==> src/fcom_pkg.sv <==
// Package: shared constants, types and tables for the fly camera block.
package fcom_pkg;

   localparam int PositionWidthDefault  = 32;
   localparam int TrigIterationsDefault = 14;
   localparam int AtanCount             = 20;

   localparam logic [1:0] OP_LOOK = 2'd0;
   localparam logic [1:0] OP_KEY  = 2'd1;
   localparam logic [1:0] OP_TICK = 2'd2;

   localparam logic CSR_SENS  = 1'b0;
   localparam logic CSR_SPEED = 1'b1;

   localparam logic [15:0] SENS_RESET  = 16'd6554;
   localparam logic [15:0] SPEED_RESET = 16'd640;

   localparam logic signed [15:0] HEAD_HALF  = 16'sd23040;
   localparam logic signed [17:0] HEAD_FULL  = 18'sd46080;
   localparam logic signed [17:0] TILT_LIMIT = 18'sd11392;
   localparam logic signed [15:0] UNIT_Q14   = 16'sd16384;
   localparam logic signed [33:0] CORDIC_START = 34'sd652032874;

   // Datapath commands issued by the controller
   localparam logic [2:0] CMD_NONE   = 3'd0;
   localparam logic [2:0] CMD_LOAD   = 3'd1;
   localparam logic [2:0] CMD_ANGLE  = 3'd2;
   localparam logic [2:0] CMD_CINIT  = 3'd3;
   localparam logic [2:0] CMD_CITER  = 3'd4;
   localparam logic [2:0] CMD_CDONE  = 3'd5;
   localparam logic [2:0] CMD_VEC    = 3'd6;
   localparam logic [2:0] CMD_MOVE   = 3'd7;

   typedef struct packed {
      logic [2:0] cmd;
      logic       sel_tilt;   // cordic works on tilt when set
      logic [4:0] iter;       // cordic round, or move phase
      logic [2:0] dir;        // movement direction in progress
      logic [1:0] axis;       // movement axis in progress
   } ctl_type;

   function automatic logic signed [22:0] atan_lookup(input logic [4:0] idx);
      logic signed [22:0] v;
      case (idx)
         5'd0:  v = 23'sd2949120;
         5'd1:  v = 23'sd1740967;
         5'd2:  v = 23'sd919879;
         5'd3:  v = 23'sd466945;
         5'd4:  v = 23'sd234379;
         5'd5:  v = 23'sd117304;
         5'd6:  v = 23'sd58666;
         5'd7:  v = 23'sd29334;
         5'd8:  v = 23'sd14668;
         5'd9:  v = 23'sd7334;
         5'd10: v = 23'sd3667;
         5'd11: v = 23'sd1833;
         5'd12: v = 23'sd917;
         5'd13: v = 23'sd458;
         5'd14: v = 23'sd229;
         5'd15: v = 23'sd115;
         5'd16: v = 23'sd57;
         5'd17: v = 23'sd29;
         5'd18: v = 23'sd14;
         5'd19: v = 23'sd7;
         default: v = 23'sd0;
      endcase
      return v;
   endfunction

endpackage

==> src/fcom_ctrl.sv <==
// Controller: sequences look, key and tick items over the datapath.
module fcom_ctrl import fcom_pkg::*; #(
   parameter int TRIG_ITERATIONS = TrigIterationsDefault
) (
   input  logic       clock,
   input  logic       reset,
   input  logic       req_valid,
   output logic       req_stall,
   input  logic [1:0] req_op,
   input  logic [5:0] held,
   output logic       rsp_valid,
   input  logic       rsp_stall,
   output ctl_type    ctl
);

   localparam logic [3:0] S_IDLE  = 4'd0;
   localparam logic [3:0] S_ANGLE = 4'd1;
   localparam logic [3:0] S_CINIT = 4'd2;
   localparam logic [3:0] S_CITER = 4'd3;
   localparam logic [3:0] S_CDONE = 4'd4;
   localparam logic [3:0] S_VEC   = 4'd5;
   localparam logic [3:0] S_MOVE  = 4'd6;
   localparam logic [3:0] S_DONE  = 4'd7;
   localparam logic [4:0] ITER_LAST = 5'(TRIG_ITERATIONS - 1);

   logic [3:0] state_ff, state_in;
   logic       tilt_ff, tilt_in;
   logic [4:0] iter_ff, iter_in;
   logic [2:0] dir_ff, dir_in;
   logic [1:0] axis_ff, axis_in;
   logic       phase_ff, phase_in;
   logic       rsp_valid_ff, rsp_valid_in;
   logic       accept;
   logic       busy;
   logic [2:0] first_dir;
   logic [2:0] next_dir;
   logic       any_next;

   // Movement order: left, right, down, up, backward, forward
   function automatic logic [2:0] order_dir(input logic [2:0] slot);
      logic [2:0] d;
      case (slot)
         3'd0: d = 3'd0;
         3'd1: d = 3'd1;
         3'd2: d = 3'd2;
         3'd3: d = 3'd3;
         3'd4: d = 3'd5;
         default: d = 3'd4;
      endcase
      return d;
   endfunction

   // Find next held direction slot after dir_ff (slot index)
   always_comb begin
      next_dir = 3'd0;
      any_next = 1'b0;
      for (int s = 5; s >= 0; s--) begin
         if (3'(s) > dir_ff && held[order_dir(3'(s))]) begin
            next_dir = 3'(s);
            any_next = 1'b1;
         end
      end
      first_dir = 3'd0;
      for (int s = 5; s >= 0; s--) begin
         if (held[order_dir(3'(s))]) begin
            first_dir = 3'(s);
         end
      end
   end

   assign busy      = (state_ff != S_IDLE) || (rsp_valid_ff && rsp_stall);
   assign req_stall = busy;
   assign accept    = req_valid && !busy;
   assign rsp_valid = rsp_valid_ff;

   always_comb begin
      state_in     = state_ff;
      tilt_in      = tilt_ff;
      iter_in      = iter_ff;
      dir_in       = dir_ff;
      axis_in      = axis_ff;
      phase_in     = phase_ff;
      rsp_valid_in = rsp_valid_ff && rsp_stall;
      ctl.cmd      = CMD_NONE;
      ctl.sel_tilt = tilt_ff;
      ctl.iter     = iter_ff;
      ctl.dir      = order_dir(dir_ff);
      ctl.axis     = axis_ff;
      unique case (state_ff)
         S_IDLE: begin
            if (accept) begin
               ctl.cmd = CMD_LOAD;
               if (req_op == OP_LOOK) begin
                  state_in = S_ANGLE;
               end else if (req_op == OP_TICK && held != 6'd0) begin
                  state_in = S_MOVE;
                  dir_in   = first_dir;
                  axis_in  = 2'd0;
                  phase_in = 1'b0;
               end else begin
                  state_in = S_DONE;
               end
            end
         end
         S_ANGLE: begin
            ctl.cmd  = CMD_ANGLE;
            tilt_in  = 1'b0;
            state_in = S_CINIT;
         end
         S_CINIT: begin
            ctl.cmd  = CMD_CINIT;
            iter_in  = 5'd0;
            state_in = S_CITER;
         end
         S_CITER: begin
            ctl.cmd = CMD_CITER;
            iter_in = iter_ff + 5'd1;
            if (iter_ff == ITER_LAST) begin
               state_in = S_CDONE;
            end
         end
         S_CDONE: begin
            ctl.cmd = CMD_CDONE;
            if (tilt_ff) begin
               state_in = S_VEC;
            end else begin
               tilt_in  = 1'b1;
               state_in = S_CINIT;
            end
         end
         S_VEC: begin
            ctl.cmd  = CMD_VEC;
            state_in = S_DONE;
         end
         S_MOVE: begin
            // two phases per axis: multiply, then saturating add
            ctl.cmd  = CMD_MOVE;
            ctl.iter = {4'd0, phase_ff};
            phase_in = !phase_ff;
            if (phase_ff) begin
               if (axis_ff == 2'd2) begin
                  axis_in = 2'd0;
                  if (any_next) begin
                     dir_in = next_dir;
                  end else begin
                     state_in = S_DONE;
                  end
               end else begin
                  axis_in = axis_ff + 2'd1;
               end
            end
         end
         S_DONE: begin
            rsp_valid_in = 1'b1;
            state_in     = S_IDLE;
         end
         default: begin
            state_in = S_IDLE;
         end
      endcase
   end

   always_ff @(posedge clock) begin
      if (reset) begin
         state_ff     <= S_IDLE;
         tilt_ff      <= 1'b0;
         iter_ff      <= 5'd0;
         dir_ff       <= 3'd0;
         axis_ff      <= 2'd0;
         phase_ff     <= 1'b0;
         rsp_valid_ff <= 1'b0;
      end else begin
         state_ff     <= state_in;
         tilt_ff      <= tilt_in;
         iter_ff      <= iter_in;
         dir_ff       <= dir_in;
         axis_ff      <= axis_in;
         phase_ff     <= phase_in;
         rsp_valid_ff <= rsp_valid_in;
      end
   end

endmodule

==> config.mk <==
export PLATFORM = sky130hd
export DESIGN_NAME = fcom_ctrl
export DESIGN_NICKNAME = d
export VERILOG_FILES = /design/src/fcom_pkg.sv /design/src/fcom_ctrl.sv
export SDC_FILE = /design/constraint.sdc
export NUM_CORES = 1
export LEC_CHECK = 0
export BUFFER_PORTS_ARGS = -buffer_cell sky130_fd_sc_hd__buf_2
export CORE_ASPECT_RATIO = 1.4
export CORE_MARGIN = 4
export CORE_UTILIZATION = 53
export CTS_CLUSTER_DIAMETER = 100
export DETAILED_ROUTE_END_ITERATION = 10
export PLACE_DENSITY = 0.9
export SLEW_MARGIN = 20
export SYNTH_ARGS = -nofsm -noshare
export SYNTH_HDL_FRONTEND = slang
export SYNTH_SLANG_ARGS = --single-unit
==> constraint.sdc <==
create_clock -name clock -period 2.45 [get_ports clock]
set_input_delay 0.245 -clock clock [delete_from_list [all_inputs] [get_ports clock]]
set_output_delay 0.245 -clock clock [all_outputs]
set_load 0.01 [all_outputs]
==> run metrics, run 1 <==
number of H-tree levels 1; number of global-route vias before repair 1162; CP Launch Type flop; final WL 2.952 mm; Area Growth Syn to Fin 14.51%; crit path kind reg2reg; CP arrival 2.34 ns; post-synth cell types 44; Cell Area, Synth 1181 µm²; reg-to-reg endpoint dir_ff[2]$_SDFFE_PP0P_; core area 2152 µm²; number of clock sinks 16; die width 47.90 µm; RSZ-0062 raised after global routing false; crit path cell chain and3b_1 > a31oi_1 > a221oi_2 > o21ai_2 > mux2_2; Setup WS pre-CTS 0.3227 ns; Hold Crit Class in2reg; MaxCap Viol Count 0; DR iter-0 viols 33; Worst R2R Start state_ff[1]$_SDFFE_PP0P_; Fin Setup TNS 0 ns; Largest stage delay, worst path 0.61 ns; IO buf count 27; WHS Path Cells 2; Placer Congestion 0.8463; count of state elements after synthesis 16; first-pass GRT wire length 4.885 mm; setup slack, reg-to-reg 0.29 ns; crit-path max FO 16; sequential fraction of the synthesis area 27.12%; crit end category flop; Antenna Nets Post-Route 0; Root Driver clkbuf_4; CTS tree yes; Avg Inst Size Synth 7.670 µm²; Setup Fix Bufs, Post-CTS 0; Final min period 2.157 ns; global route total overflow 0; R2R depth 5; Max-slew headroom 69.38%; Synth Instances 154; via count 1223; Max Buffers Root-to-Sink 2; post-DP HPWL 2.262 mm; initial antenna violation count 0; fraction of layout cells with a size suffix above 1 25.99%; IO Pins 28; routed len/inst 14.83 µm; largest net degree at the start of global routing 17; Global Route Usage Sum 21.17%; Synth Net Count 168; Design Power 1.159 mW; Critical-path top delay cell dfxtp_1; Final setup violation count 0; number of vias per cell 6.146; Int Power 0.6517 mW; setup slack after layout 0.2929 ns; Hold Buf Count CTS 0; worst clock skew 0.006565 ns; VDD IR max 0.0004709 V; Leak Pwr 0.5804 nW; Syn. warnings 0; Inserted Diodes 0; clock power share 15.1%; final hold violation count 0; top cells by area, synth dfxtp_1, nor2_1, nor2b_1; P_sw 0.5069 mW; Switching Share 43.75%; Synth top area share 27.12%; die area 3058 µm²; DIE HEIGHT 63.86 µm; Hold EP state_ff[0]$_SDFFE_PP0P_; FP Rows 20; worst hold start reset; status finished clean; final net count 192; Pre-antenna DRT Iters 4; Residual DRC 0; fmax 0.4636 GHz; Pwr per Cell Area 856.6 nW/µm²; Worst Max-Slew Pin Slew 0.4545 ns; CTS Buf Count 3; Skew-Pair Late Insertion Delay 0.29 ns; Worst EP required 2.63 ns; Synth area leader dfxtp_1; cts repair resizes 0; Starting Density 54.88%; sequential cell fraction of total power 34.0%; clock slew at reported path FFs 0.10 ns; Slew Limit Fails 0; Gate power share 50.9%; Tcrit/Tclk final 88.04%
==> cells in the final DEF, fill, tap and decap left out, types with 4 or more instances in the layout <==
master,synthesis,routed
buf_2,1,27
o21ai_0,10,10
dfxtp_1,16,16
nand2_1,11,11
nor2_1,22,22
nor2b_1,9,9
nand2b_1,6,6
a21oi_1,8,8
inv_1,6,6
xor2_1,4,4
mux2i_1,4,4
==> final cells by class <==
cell class	instances	area [µm²]
sequential	16	320.3
clock buffer	4	36.28
fill	208	799.5
tap	22	27.53
timing repair buffer	29	150.1
inverter	6	22.52
multi-input combinational	122	795.8
==> Yosys cell counts, drive strengths merged <==
| master | instances |
|---|---|
| or3 | 2 |
| or2 | 1 |
| buf | 2 |
| xor2 | 4 |
| nor2b | 9 |
| a31oi | 3 |
| o221ai | 1 |
| a211oi | 3 |
| or4 | 1 |
| nor3 | 2 |
| mux2 | 3 |
| a21o | 2 |
| a221oi | 2 |
| nand4 | 2 |
| a21oi | 9 |
| o31ai | 2 |
| a41oi | 1 |
| nand2 | 11 |
| o311ai | 1 |
| dfxtp | 16 |
| mux2i | 4 |
| o32a | 1 |
| clkbuf | 8 |
| a21bo | 1 |
| inv | 6 |
| or3b | 2 |
| xnor2 | 3 |
| o21ai | 11 |
| nand2b | 6 |
| nor2 | 22 |
| nand3 | 3 |
| and3b | 1 |
| o21bai | 1 |
| nand4b | 1 |
| a32oi | 1 |
| nor4 | 1 |
| o2bb2ai | 1 |
| ha | 2 |
| or4b | 1 |
| nor3b | 1 |
==> layer usage <==
layer	wire length [µm]	vias up	global-route usage (%)
met1	1058	558	23.14
li1	-	592	-
met5	0	-	0
met3	184	11	3.380
met4	116	0	8.754
met2	1592	62	37.42
==> worst max path at each step <==
| stage | from | endpoint | slack, ns |
|---|---|---|---|
| after global routing | state_ff[1]$_SDFFE_PP0P_ | dir_ff[2]$_SDFFE_PP0P_ | 0.14 |
| final | state_ff[1]$_SDFFE_PP0P_ | dir_ff[2]$_SDFFE_PP0P_ | 0.29 |
| after CTS | state_ff[1]$_SDFFE_PP0P_ | dir_ff[1]$_SDFFE_PP0P_ | 0.30 |
| after floorplan | held[1] | dir_ff[1]$_SDFFE_PP0P_ | 0.70 |
| after detailed placement | state_ff[1]$_SDFFE_PP0P_ | dir_ff[1]$_SDFFE_PP0P_ | 0.32 |
| after global placement | state_ff[1]$_SDFFE_PP0P_ | dir_ff[1]$_SDFFE_PP0P_ | 0.47 |
==> power groups by stage <==
stage	clock, mW	combinational (mW)	sequential, mW
CTS	0.177	0.587	0.391
floorplan	0	0.449	0.358
global route	0.190	0.651	0.406
detailed placement	0	0.580	0.397
finish	0.175	0.589	0.394
global placement	0	0.557	0.391
==> critical path: cells and delay by family, from the launching register on <==
family          cells  cell delay [ns]
simple gates        1             0.50
flops               1             0.61
compound gates      3             0.65
mux                 1             0.29
==> state kept, by name, summed over array words and instances (netlist names) <==
register / count
dir_ff: 3
phase_ff: 1
tilt_ff: 1
axis_ff: 2
rsp_valid: 1
state_ff: 3
iter_ff: 5
==> stage by stage <==
stage	hold slack (ns)	area, µm²	utilization, %	cells
final	0.2852	1353	62.85	199
after global routing	0.3158	1353	62.85	199
after CTS	0.2895	1353	62.85	199
after detailed placement	0.5074	1316	61.16	195
after global placement	0.4807	1316	61.16	195
after floorplan	0.4258	1181	-	154
==> cell families (layout without fill, tap and decap cells) <==
kind of cell | Yosys count | count (layout) | share of synthesized area [%]
AOI/OAI and AO/OA | 40 | 40 | 24.68
and+or+nand+nor | 66 | 66 | 29.13
xor gates and xnor gates | 7 | 7 | 5.191
adders and majority gates | 2 | 2 | 2.118
buffers and inverters | 16 | 39 | 5.508
DFF | 16 | 16 | 27.12
muxes | 7 | 7 | 6.250
Power figures use the tool's default switching activity.
==> run 2, diff against run 1 <==
--- a/config.mk
+++ b/config.mk
@@ -6,12 +6,14 @@
 export NUM_CORES = 1
 export LEC_CHECK = 0
 export BUFFER_PORTS_ARGS = -buffer_cell sky130_fd_sc_hd__buf_2
+export CAP_MARGIN = 20
 export CORE_ASPECT_RATIO = 1.4
 export CORE_MARGIN = 4
-export CORE_UTILIZATION = 53
+export CORE_UTILIZATION = 55
+export CTS_BUF_LIST = sky130_fd_sc_hd__clkbuf_2
 export CTS_CLUSTER_DIAMETER = 100
 export DETAILED_ROUTE_END_ITERATION = 10
-export PLACE_DENSITY = 0.9
+export PLACE_DENSITY = 0.93
 export SLEW_MARGIN = 20
 export SYNTH_ARGS = -nofsm -noshare
 export SYNTH_HDL_FRONTEND = slang
==> run metrics, run 2 (same netlist as run 1, synthesis figures left out) <==
Pre-antenna DRT Iters 4; final hold violation count 0; Skew-Pair Late Insertion Delay 0.29 ns; crit-path max FO 16; number of H-tree levels 1; Slew Limit Fails 0; IO buf count 27; worst hold start rsp_stall; Final setup violation count 0; core area 1997 µm²; DR iter-0 viols 26; crit end category flop; R2R depth 5; Inserted Diodes 0; Root Driver clkbuf_2; Area Growth Syn to Fin 12.29%; die width 47.17 µm; final WL 2.807 mm; Hold Buf Count CTS 0; CP arrival 2.35 ns; initial antenna violation count 0; Setup Fix Bufs, Post-CTS 0; Top Registers iter_ff (5), dir_ff (3), state_ff (3); Hold EP rsp_valid$_SDFF_PP0_; post-DP HPWL 2.194 mm; Hold Crit Class in2reg; Leak Pwr 0.5683 nW; Pwr per Cell Area 815.3 nW/µm²; number of global-route vias before repair 1221; setup slack, reg-to-reg 0.27 ns; worst clock skew 0.02000 ns; fmax 0.4595 GHz; CP Launch Type flop; die area 2963 µm²; Tcrit/Tclk final 88.84%; DIE HEIGHT 62.83 µm; first-pass GRT wire length 4.857 mm; VDD IR max 0.0004302 V; Antenna Nets Post-Route 0; Residual DRC 0; via count 1206; Worst EP required 2.63 ns; Final min period 2.176 ns; routed len/inst 14.25 µm; final core occ 66.42%; clock slew at reported path FFs 0.17 ns; max FFs per register 5; Fin Setup TNS 0 ns; Max Buffers Root-to-Sink 2; global route total overflow 0; RSZ-0062 raised after global routing false; Max-slew headroom 66.58%; fraction of layout cells with a size suffix above 1 25.00%; status finished clean; Placer Congestion 0.8296; number of vias per cell 6.122; Worst R2R Start state_ff[1]$_SDFFE_PP0P_; Starting Density 59.15%; MaxCap Viol Count 0; WHS Path Cells 3; Worst Max-Slew Pin Slew 0.5005 ns; Most flops, register iter_ff; Global Route Usage Sum 21.21%; largest net degree at the start of global routing 17; most frequent cells in the layout buf_2, nor2_1, dfxtp_1; FP Rows 19; IO Pins 28; CTS tree yes; CTS Buf Count 3; reg-to-reg endpoint dir_ff[2]$_SDFFE_PP0P_; crit path kind reg2reg; cts repair resizes 0; number of clock sinks 16; most common cell after layout, fill and taps aside buf_2; final net count 191
==> run 2: area by class of cell <==
class,instances,area [µm²]
fill,173,670.6
multi-input combinational,122,795.8
sequential,16,320.3
clock buffer,3,15.01
timing repair buffer,28,142.6
tap,21,26.28
inverter,6,22.52
clock inverter,1,3.754
==> run 2: stage by stage <==
stage	power [mW]	worst slack [ns]	cell area, µm²	cells	hold WS, ns
5_1_grt	1.174	0.1036	1326	197	0.2589
2_1_floorplan	0.8070	0.6955	1181	154	0.4258
6_report	1.081	0.2735	1326	197	0.2426
3_3_place_gp	0.9339	0.4703	1308	193	0.4794
3_5_place_dp	0.9636	0.3417	1308	193	0.5070
4_1_cts	1.081	0.2943	1326	197	0.2532
==> run 2: worst max-delay path by stage <==
stage / cells after the start / to / slack, ns / startpoint
after global placement: 5 / dir_ff[2]$_SDFFE_PP0P_ / 0.47 / state_ff[1]$_SDFFE_PP0P_
after CTS: 5 / dir_ff[2]$_SDFFE_PP0P_ / 0.29 / state_ff[1]$_SDFFE_PP0P_
after global routing: 5 / dir_ff[2]$_SDFFE_PP0P_ / 0.10 / state_ff[1]$_SDFFE_PP0P_
final: 5 / dir_ff[2]$_SDFFE_PP0P_ / 0.27 / state_ff[1]$_SDFFE_PP0P_
after floorplan: 5 / dir_ff[1]$_SDFFE_PP0P_ / 0.70 / held[1]
after detailed placement: 5 / dir_ff[2]$_SDFFE_PP0P_ / 0.34 / state_ff[1]$_SDFFE_PP0P_
==> run 2: report_power, final <==
part	leakage (nW)	switching, mW	internal [mW]
clock	0.0140	0.0830	0.0355
combinational	0.424	0.307	0.247
sequential	0.130	0.102	0.306
==> run 2: metal layers <==
metal  wire [µm]  vias to the layer above  global-route usage (%)
li1            -                      588                       -
met1        1039                      564                   20.88
met2        1538                       41                   38.27
met3         134                       13                   3.746
met4          95                        0                   11.42
met5           0                        -                       0
==> run 2: worst max-delay path: stages (launching register included) <==
cell      delay, ns
dfxtp_1        0.64
and3b_1        0.48
a31oi_1        0.12
a221oi_2       0.37
o21ai_2        0.15
mux2_2         0.30
==> run 3, diff against run 2 <==
--- a/config.mk
+++ b/config.mk
@@ -9,11 +9,11 @@
 export CAP_MARGIN = 20
 export CORE_ASPECT_RATIO = 1.4
 export CORE_MARGIN = 4
-export CORE_UTILIZATION = 55
+export CORE_UTILIZATION = 45
 export CTS_BUF_LIST = sky130_fd_sc_hd__clkbuf_2
 export CTS_CLUSTER_DIAMETER = 100
 export DETAILED_ROUTE_END_ITERATION = 10
-export PLACE_DENSITY = 0.93
+export PLACE_DENSITY = 0.69
 export SLEW_MARGIN = 20
 export SYNTH_ARGS = -nofsm -noshare
 export SYNTH_HDL_FRONTEND = slang
==> run metrics, run 3 (same netlist as run 1, synthesis figures left out) <==
status finished clean; cts repair resizes 0; Hold Crit Class in2reg; Pwr per Cell Area 800.1 nW/µm²; Root Driver clkbuf_2; most frequent cells in the layout buf_2, nor2_1, dfxtp_1; FP Rows 21; IO buf count 27; global route total overflow 0; Final setup violation count 0; FF/Latch Area 320.3 µm²; Critical-path top delay cell dfxtp_1; Most flops, register iter_ff; Worst R2R Start state_ff[1]$_SDFFE_PP0P_; Residual DRC 0; Final min period 2.139 ns; DR iter-0 viols 11; WHS Path Cells 3; fmax 0.4674 GHz; number of H-tree levels 1; max FFs per register 5; final net count 192; number of clock sinks 16; first-pass GRT wire length 4.623 mm; Global Route Usage Sum 17.31%; IO Pins 28; DIE HEIGHT 68.62 µm; Fin Setup TNS 0 ns; most common cell after layout, fill and taps aside buf_2; Leak Pwr 0.5735 nW; Tcrit/Tclk final 87.32%; CP arrival 2.32 ns; routed len/inst 12.57 µm; CTS Buf Count 3; core area 2444 µm²; fraction of layout cells with a size suffix above 1 25.42%; final WL 2.652 mm; worst clock skew 0.01608 ns; Fill cells 256; die area 3520 µm²; Multi-input gate area 795.8 µm²; crit end category flop; VDD IR max 0.0004207 V; Max-slew headroom 66.18%; clock slew at reported path FFs 0.16 ns; crit-path max FO 16; Worst EP required 2.63 ns; Largest stage delay, worst path 0.63 ns; post-DP HPWL 2.158 mm; crit path cell chain and3b_1 > a31oi_1 > a221oi_2 > o21ai_2 > mux2_2; Critical Path Start state_ff[1]$_SDFFE_PP0P_; Antenna Nets Post-Route 0; CTS tree yes; CP Launch Type flop; final hold violation count 0; via count 1162; die width 51.30 µm; Fin Hold WS 0.2521 ns; Skew-Pair Late Insertion Delay 0.29 ns; Inserted Diodes 0; crit path kind reg2reg; Design Power 1.080 mW; setup slack, reg-to-reg 0.31 ns; final core occ 55.25%; worst hold start rsp_stall; Max Buffers Root-to-Sink 2; Placer Congestion 0.7889; Top Registers iter_ff (5), dir_ff (3), state_ff (3); Pre-antenna DRT Iters 4; R2R depth 5; RSZ-0062 raised after global routing false; Hold Buf Count CTS 0; Setup Fix Bufs, Post-CTS 0; largest net degree at the start of global routing 17; initial antenna violation count 0; MaxCap Viol Count 0; number of global-route vias before repair 1116; Slew Limit Fails 0; Starting Density 48.34%; Area Growth Syn to Fin 14.30%; number of vias per cell 5.507; Worst Max-Slew Pin Slew 0.5020 ns
[run 3: worst max-delay path: cells and delay by family, from the launching register on]
family          cells  cell delay [ns]
simple gates        1             0.48
flops               1             0.63
compound gates      3             0.63
mux                 1             0.29
[run 3: area by class of cell]
cell class | count | area share (%)
clock inverters | 1 | 0.2780
flip-flops and latches | 16 | 23.73
multi-input cells | 122 | 58.94
inverters | 6 | 1.668
clock buffers | 3 | 1.112
repair buffers | 29 | 11.12
well taps | 34 | 3.151
[run 3: final timing paths]
path                                   to
hold reg to reg   iter_ff[1]$_SDFFE_PP0P_
hold / removal       rsp_valid$_SDFF_PP0_
setup reg to reg   dir_ff[2]$_SDFFE_PP0P_
setup / recovery   dir_ff[2]$_SDFFE_PP0P_
[run 3: stage by stage]
stage	cell area, µm²	setup WS (ns)	instances
finish	1350	0.3106	211
global route	1350	0.1576	211
CTS	1350	0.3196	211
detailed placement	1331	0.3526	207
global placement	1331	0.4418	207
floorplan	1181	0.6955	154
[run 3: per-layer routing]
layer	vias to the layer above	wire [µm]	GRT usage (%)
met5	-	0	0
met4	0	51	9.180
met3	6	132	2.581
met2	34	1435	33.39
li1	592	-	-
met1	530	1033	17.82
[run 3: power by group]
group | switching, mW | internal [mW]
Clock | 0.0823 | 0.0355
Sequential | 0.0827 | 0.307
Combinational | 0.319 | 0.254
